===== src/hdl/assert_macros.svh =====
// assertion macros used by the console controller
`ifndef ASSERT_MACROS_SVH
`define ASSERT_MACROS_SVH
`ifndef SYNTHESIS
`define TCT_ASSERT(lbl, clk, rst, prop) \
  lbl: assert property (@(posedge clk) disable iff (rst) (prop)) \
    else $error("assertion failed");
`define TCT_NEVER(lbl, clk, rst, expr) \
  lbl: assert property (@(posedge clk) disable iff (rst) !(expr)) \
    else $error("forbidden condition seen");
`else
`define TCT_ASSERT(lbl, clk, rst, prop)
`define TCT_NEVER(lbl, clk, rst, expr)
`endif
`endif


===== src/hdl/tct_pkg.sv =====
// types and constants of the text console
`timescale 1ns / 1ps
`default_nettype none

package tct_pkg;

  localparam int KIND_W      = 2;
  localparam int CODE_W      = 8;
  localparam int INDEX_W     = 11;
  localparam int COL_OUT_W   = 7;
  localparam int ROW_OUT_W   = 5;
  localparam int WORD_W      = 16;
  localparam int COLOR_W     = 4;
  localparam int TAB_W       = 5;
  localparam int CFG_INDEX_W = 2;
  localparam int CFG_DATA_W  = 5;

  typedef logic [CFG_INDEX_W-1:0] cfg_index_t;

  localparam cfg_index_t CFG_FOREGROUND = 2'd0;
  localparam cfg_index_t CFG_BACKGROUND = 2'd1;
  localparam cfg_index_t CFG_TAB_STRIDE = 2'd2;

  localparam logic [COLOR_W-1:0] FOREGROUND_RESET = 4'hF;
  localparam logic [COLOR_W-1:0] BACKGROUND_RESET = 4'h0;
  localparam logic [TAB_W-1:0]   TAB_STRIDE_RESET = 5'd8;

  localparam logic [CODE_W-1:0] CH_BS         = 8'h08;
  localparam logic [CODE_W-1:0] CH_TAB        = 8'h09;
  localparam logic [CODE_W-1:0] CH_LF         = 8'h0A;
  localparam logic [CODE_W-1:0] CH_CR         = 8'h0D;
  localparam logic [CODE_W-1:0] CH_SPACE      = 8'h20;
  localparam logic [CODE_W-1:0] CH_PRINT_LAST = 8'h7F;

  localparam logic [WORD_W-1:0] CELL_RESET = 16'h0F20;

  typedef enum logic [KIND_W-1:0] {
    KIND_PUT   = 2'd0,
    KIND_CLEAR = 2'd1,
    KIND_READ  = 2'd2
  } kind_t;

  typedef enum logic [2:0] {
    ST_INIT,
    ST_IDLE,
    ST_EXEC,
    ST_READ,
    ST_SCROLL,
    ST_CLEAR,
    ST_DONE
  } state_t;

  typedef enum logic [1:0] {
    SWEEP_NONE,
    SWEEP_INIT,
    SWEEP_CLEAR,
    SWEEP_SCROLL
  } sweep_mode_t;

  typedef struct packed {
    logic        load_item;
    logic        begin_item;
    logic        put_apply;
    logic        home;
    logic        read_issue;
    logic        word_capture;
    logic        sweep_clr;
    sweep_mode_t sweep_mode;
    logic        out_load;
  } dp_cmd_t;

  typedef struct packed {
    logic [KIND_W-1:0] kind;
    logic              need_scroll;
    logic              fill_end;
    logic              scroll_end;
  } dp_stat_t;

endpackage

`default_nettype wire


===== src/hdl/tct_ctrl.sv =====
// console controller state machine and channel handshakes
`timescale 1ns / 1ps
`default_nettype none
`include "assert_macros.svh"

module tct_ctrl (
  input  logic               clk,
  input  logic               rst,
  input  logic               item_valid,
  output logic               item_ready,
  output logic               result_valid,
  input  logic               result_ready,
  input  tct_pkg::dp_stat_t  stat,
  output tct_pkg::dp_cmd_t   cmd
);
  import tct_pkg::*;

  state_t state;
  state_t state_next;
  logic   out_free;

  assign out_free = !result_valid || result_ready;

  always_ff @(posedge clk) begin
    if (rst) begin
      state <= ST_INIT;
    end else begin
      state <= state_next;
    end
  end

  always_ff @(posedge clk) begin
    if (rst) begin
      result_valid <= 1'b0;
    end else if (cmd.out_load) begin
      result_valid <= 1'b1;
    end else if (result_ready) begin
      result_valid <= 1'b0;
    end
  end

  always_comb begin
    state_next       = state;
    item_ready       = 1'b0;
    cmd.load_item    = 1'b0;
    cmd.begin_item   = 1'b0;
    cmd.put_apply    = 1'b0;
    cmd.home         = 1'b0;
    cmd.read_issue   = 1'b0;
    cmd.word_capture = 1'b0;
    cmd.sweep_clr    = 1'b0;
    cmd.sweep_mode   = SWEEP_NONE;
    cmd.out_load     = 1'b0;
    case (state)
      ST_INIT: begin
        cmd.sweep_mode = SWEEP_INIT;
        if (stat.fill_end) begin
          state_next = ST_IDLE;
        end
      end
      ST_IDLE: begin
        item_ready    = 1'b1;
        cmd.load_item = item_valid;
        if (item_valid) begin
          state_next = ST_EXEC;
        end
      end
      ST_EXEC: begin
        cmd.begin_item = 1'b1;
        cmd.sweep_clr  = 1'b1;
        case (stat.kind)
          KIND_PUT: begin
            cmd.put_apply = 1'b1;
            state_next    = stat.need_scroll ? ST_SCROLL : ST_DONE;
          end
          KIND_CLEAR: begin
            cmd.home   = 1'b1;
            state_next = ST_CLEAR;
          end
          KIND_READ: begin
            cmd.read_issue = 1'b1;
            state_next     = ST_READ;
          end
          default: begin
            state_next = ST_DONE;
          end
        endcase
      end
      ST_READ: begin
        cmd.word_capture = 1'b1;
        state_next       = ST_DONE;
      end
      ST_SCROLL: begin
        cmd.sweep_mode = SWEEP_SCROLL;
        if (stat.scroll_end) begin
          state_next = ST_DONE;
        end
      end
      ST_CLEAR: begin
        cmd.sweep_mode = SWEEP_CLEAR;
        if (stat.fill_end) begin
          state_next = ST_DONE;
        end
      end
      ST_DONE: begin
        if (out_free) begin
          cmd.out_load = 1'b1;
          state_next   = ST_IDLE;
        end
      end
      default: begin
        state_next = ST_IDLE;
      end
    endcase
  end

  `TCT_NEVER(a_no_overwrite, clk, rst, cmd.out_load && result_valid && !result_ready)
  `TCT_NEVER(a_no_accept_in_sweep, clk, rst, item_ready && (cmd.sweep_mode != SWEEP_NONE))
  `TCT_ASSERT(a_scroll_from_put, clk, rst, (state == ST_SCROLL && $past(state) == ST_EXEC) |-> ($past(stat.kind) == KIND_PUT))
  `TCT_ASSERT(a_result_from_done, clk, rst, $rose(result_valid) |-> ($past(state) == ST_DONE))

endmodule

`default_nettype wire


===== config.mk =====
export PLATFORM = sky130hd
export DESIGN_NAME = tct_ctrl
export DESIGN_NICKNAME = d
export VERILOG_FILES = /design/src/hdl/tct_pkg.sv /design/src/hdl/tct_ctrl.sv
export VERILOG_INCLUDE_DIRS = /design/src /design/src/hdl
export SDC_FILE = /design/constraint.sdc
export NUM_CORES = 1
export LEC_CHECK = 0
export ABC_AREA = 1
export ABC_CLOCK_PERIOD_IN_PS = 3200
export BUFFER_PORTS_ARGS = -buffer_cell sky130_fd_sc_hd__buf_2
export CAP_MARGIN = 20
export CORE_AREA = 2 2 39 41
export DETAILED_ROUTE_END_ITERATION = 12
export DIE_AREA = 0 0 41 43
export PLACE_DENSITY = 0.67
export SYNTH_ARGS = -nofsm -noshare
export SYNTH_HDL_FRONTEND = slang
export SYNTH_SLANG_ARGS = --single-unit

===== constraint.sdc =====
create_clock -name clk -period 3.2 [get_ports clk]
set_clock_uncertainty 0.2 [all_clocks]
set_input_delay 0.64 -clock clk [delete_from_list [all_inputs] [get_ports clk]]
set_output_delay 0.64 -clock clk [all_outputs]
set_load 0.03 [all_outputs]

* After elaboration in Yosys (flattened, before gate mapping)
Cells that the tools add are included.
** Operators by class
- Multiplexer cells :: 21
- Reductions and logical operators :: 6
- Eq/ne operators :: 13
** Operators by type and width (number)
- $pmux 3 s7 :: 1
- $mux 3 :: 5
- $mux 1 :: 11
- $ne 2x2->1 const B :: 5
- $eq 3x3->1 const B :: 3
- $pmux 3 s3 :: 1
- $eq 3x2->1 const B :: 2
- $pmux 2 s3 :: 1
- $reduce_and 5->1 :: 1
- $mux 4 :: 1
- $eq 3x1->1 const B :: 1
- $logic_not 3->1 :: 1
- $eq 2x1->1 const B :: 1
- $eq 2x2->1 const B :: 1
- $logic_not 2->1 :: 1
- $mux 2 :: 1
- $reduce_bool 2->1 :: 1
- $logic_not 1->1 :: 1
- $logic_or 1x1->1 :: 1
** Word-level totals
- Register bits :: 4
- Logic and storage cells :: 42
- Output and inout port bits :: 12
- Input port bits :: 9

* Logic depth before layout (Yosys ltp)
- Depth in word-level cells :: 5
- Depth in mapped cells :: 8
- Gate-level depth less buffers :: 8

* Least setup slack after synthesis
OpenSTA, ideal clock, no wires.
- Path type :: reg2out
- Start point :: reg state[2]
- End point :: out cmd[5] (netlist bit)
- Data required time :: 2360 ps
- Data arrival time :: 1596 ps
- Stages on the path, launching flop included :: 6
- Buffers on the path :: 0
- Path slack :: 764 ps
- Cells stage by stage :: dfxtp_1 inv_2 nand2_1 nor2_1 inv_1 nor2_1
** RTL lines
- start: declaration :: RTL line tct_ctrl.sv:18 : state_t state;
- start signal: assignment :: RTL line tct_ctrl.sv:28 : state <= state_next;
- end: declaration :: RTL line tct_ctrl.sv:14 : output tct_pkg::dp_cmd_t cmd

==> run metrics <==
hold buffers post-CTS 0; reg-to-reg startpoint state[0]; I/O Pins 21; Initial Util 34.3%; CORE AREA 1380 µm²; #FFs+latches synth 4; R2R Setup Slk 1800 ps; max incr delay on CP 190 ps; FMAX 456 MHz; max_slew headroom 81.6%; via density per instance 4.48; worst hold path endpoint result_valid; initial antenna violation count 0; Post-Syn Area 474 µm²; gr usage total 12.6%; drt drc 0; post_cts resized 0; GPL Wtd Cong 0.788; Diodes inserted 0; CP arrival 1350 ps; die height 43 µm; GRT overflow 0; Fillers 148; first-pass GRT wire length 1.53 mm; total power 0.435 mW; largest net degree at the start of global routing 8; clk sinks 4; area grow syn2layout 28.5%; top cell type's share of synthesized area 16.9%; synth warn 0; Worst-Skew Late Latency 230 ps; Worst path top cell family by delay buffers and inverters; HP Class reg -> reg; Initial DRC Count 2; Worst Slack Setup Final 1010 ps; # Post-CTS Setup Buffers 0; Max Cap Violations 0; slowest CP cell buf_2; number of cells on the worst hold path 2; vias after detailed routing 533; Pre-antenna DRT Iters 4; Worst setup SP type primary input; cell taking the most area after synthesis dfxtp_1; vias in the first global route 405; area of the multi-input gates 315 µm²; max-slew violations 0; die area 1760 µm²; Crit path buffers/inverters 4; min cycle time layout 2190 ps; ANT nets after route 0; worst-margin pin slew 275 ps; worst slack at placement 993 ps; RR Endpoint state[1]; clk slew on worst S/H paths 30 ps; WP data required 2360 ps; HP Start result_valid; RSZ-0062 raised after global routing no; PD cells 714 nW/µm²; TritonCTS Buffers 3; Post-Syn Instances 81; final hold violation count 0; TritonCTS clock tree built; Final nets 119; DRT Wirelength 928 µm; Peak VDD IR 294 µV; outcome complete, no violations; Die X 41 µm; CP Max Fanout 3; Final HPWL DP 829 µm; Setup-failing EPs final 0; Fin Setup TNS 0 ps; syn_nets 95; worst path cell trace buf_2 > inv_1 > ha_1 > inv_1 > nor2_1 > buf_2; Tcrit/Tclk final 68.6%; CTS root buf clkbuf_4; Register-to-Register Path Depth 7; Leak 0.402 nW; Worst Setup End Kind output pin; H-tree depth reported by CTS 1; Core Rows 14; count of cell types in the netlist 15; Routed WL per cell 7.80 µm; share of cells above drive strength 1 33.0%; register area share after synthesis 16.9%; CP Class in -> out; top cells by area, synth dfxtp_1, nor2_1, ha_1, inv_1, nand2_1; port bufs 20; syn_area_per_cell 5.85 µm²; Reg area 80.1 µm²; clock buffer depth 2
worst register-to-register path, delay by kind of cell, from the launching register on:
kind	cells	cell delay (ps)
flops	1	460
simple gates	7	630
Yosys cell counts, drive strengths merged:
library cell,count
buf,1
nor2,20
dfxtp,4
nand4,3
nand3,8
ha,5
inv,19
o21ai,2
a21oi,4
nand2,15
per-stage QoR:
stage	std cells	hold WS, ps	util (%)	cell area, µm²
3_3_place_gp	116	329	42.4	587
6_report	119	333	44.0	609
2_1_floorplan	81	322	-	474
5_1_grt	119	383	44.0	609
4_1_cts	119	338	44.0	609
3_5_place_dp	116	333	42.4	587
cells in the final DEF (no fill, tap or decap):
| cell type | netlist | layout |
|---|---|---|
| inv_1 | 15 | 15 |
| nand4_1 | 3 | 3 |
| nand2_4 | 1 | 1 |
| ha_1 | 5 | 5 |
| nand2_2 | 1 | 1 |
| nand3_2 | 4 | 4 |
| nor2_1 | 19 | 19 |
| nand3_1 | 4 | 4 |
| nand2_1 | 13 | 13 |
| o21ai_0 | 2 | 2 |
| a21oi_1 | 4 | 4 |
| buf_2 | 0 | 20 |
| clkbuf_4 | 0 | 3 |
| nor2_2 | 1 | 1 |
| dfxtp_1 | 4 | 4 |
| inv_2 | 4 | 4 |
state kept, by name, summed over array words and instances (netlist names):
| signal | count |
|---|---|
| state | 3 |
| result_valid | 1 |
power by group:
group | switching [mW] | leakage, nW | total (mW) | internal, mW
logic | 0.195 | 0.355 | 0.284 | 0.0896
registers | 0.0262 | 0.0330 | 0.0914 | 0.0653
clock network | 0.0173 | 0.0138 | 0.0590 | 0.0417
total | 0.238 | 0.402 | 0.435 | 0.197
metal layers:
metal	up-vias	track usage, %	part of all wire (%)
li1	290	-	-
met1	232	16.1	45
met2	11	17.8	50
met3	0	3.14	5.1
met4	0	8.00	0
met5	-	0	0
area by class of cell:
class	count	area share (%)
sequential	4	13.1
timing repair buffer	20	16.4
inverter	19	11.7
multi-input combinational	57	51.7
tap	16	3.29
clock buffer	3	3.70
how the worst max path moves through the flow:
stage / end / startpoint / slack (ps) / cells after the start
after floorplan: cmd[5] / state[2] / 760 / 5
final: cmd[5] / stat[3] / 1010 / 6
after CTS: cmd[5] / state[1] / 990 / 5
after detailed placement: cmd[5] / stat[3] / 990 / 6
after global placement: cmd[5] / stat[3] / 1040 / 6
after global routing: cmd[7] / state[1] / 850 / 5
cells by family after synthesis:
group | after synthesis | synth area share (%)
simple gates | 46 | 47.0
fa+ha+maj | 5 | 13.2
compound gates | 6 | 6.33
buf+inv | 20 | 16.6
flops | 4 | 16.9
(Power assumes the default switching activity.)
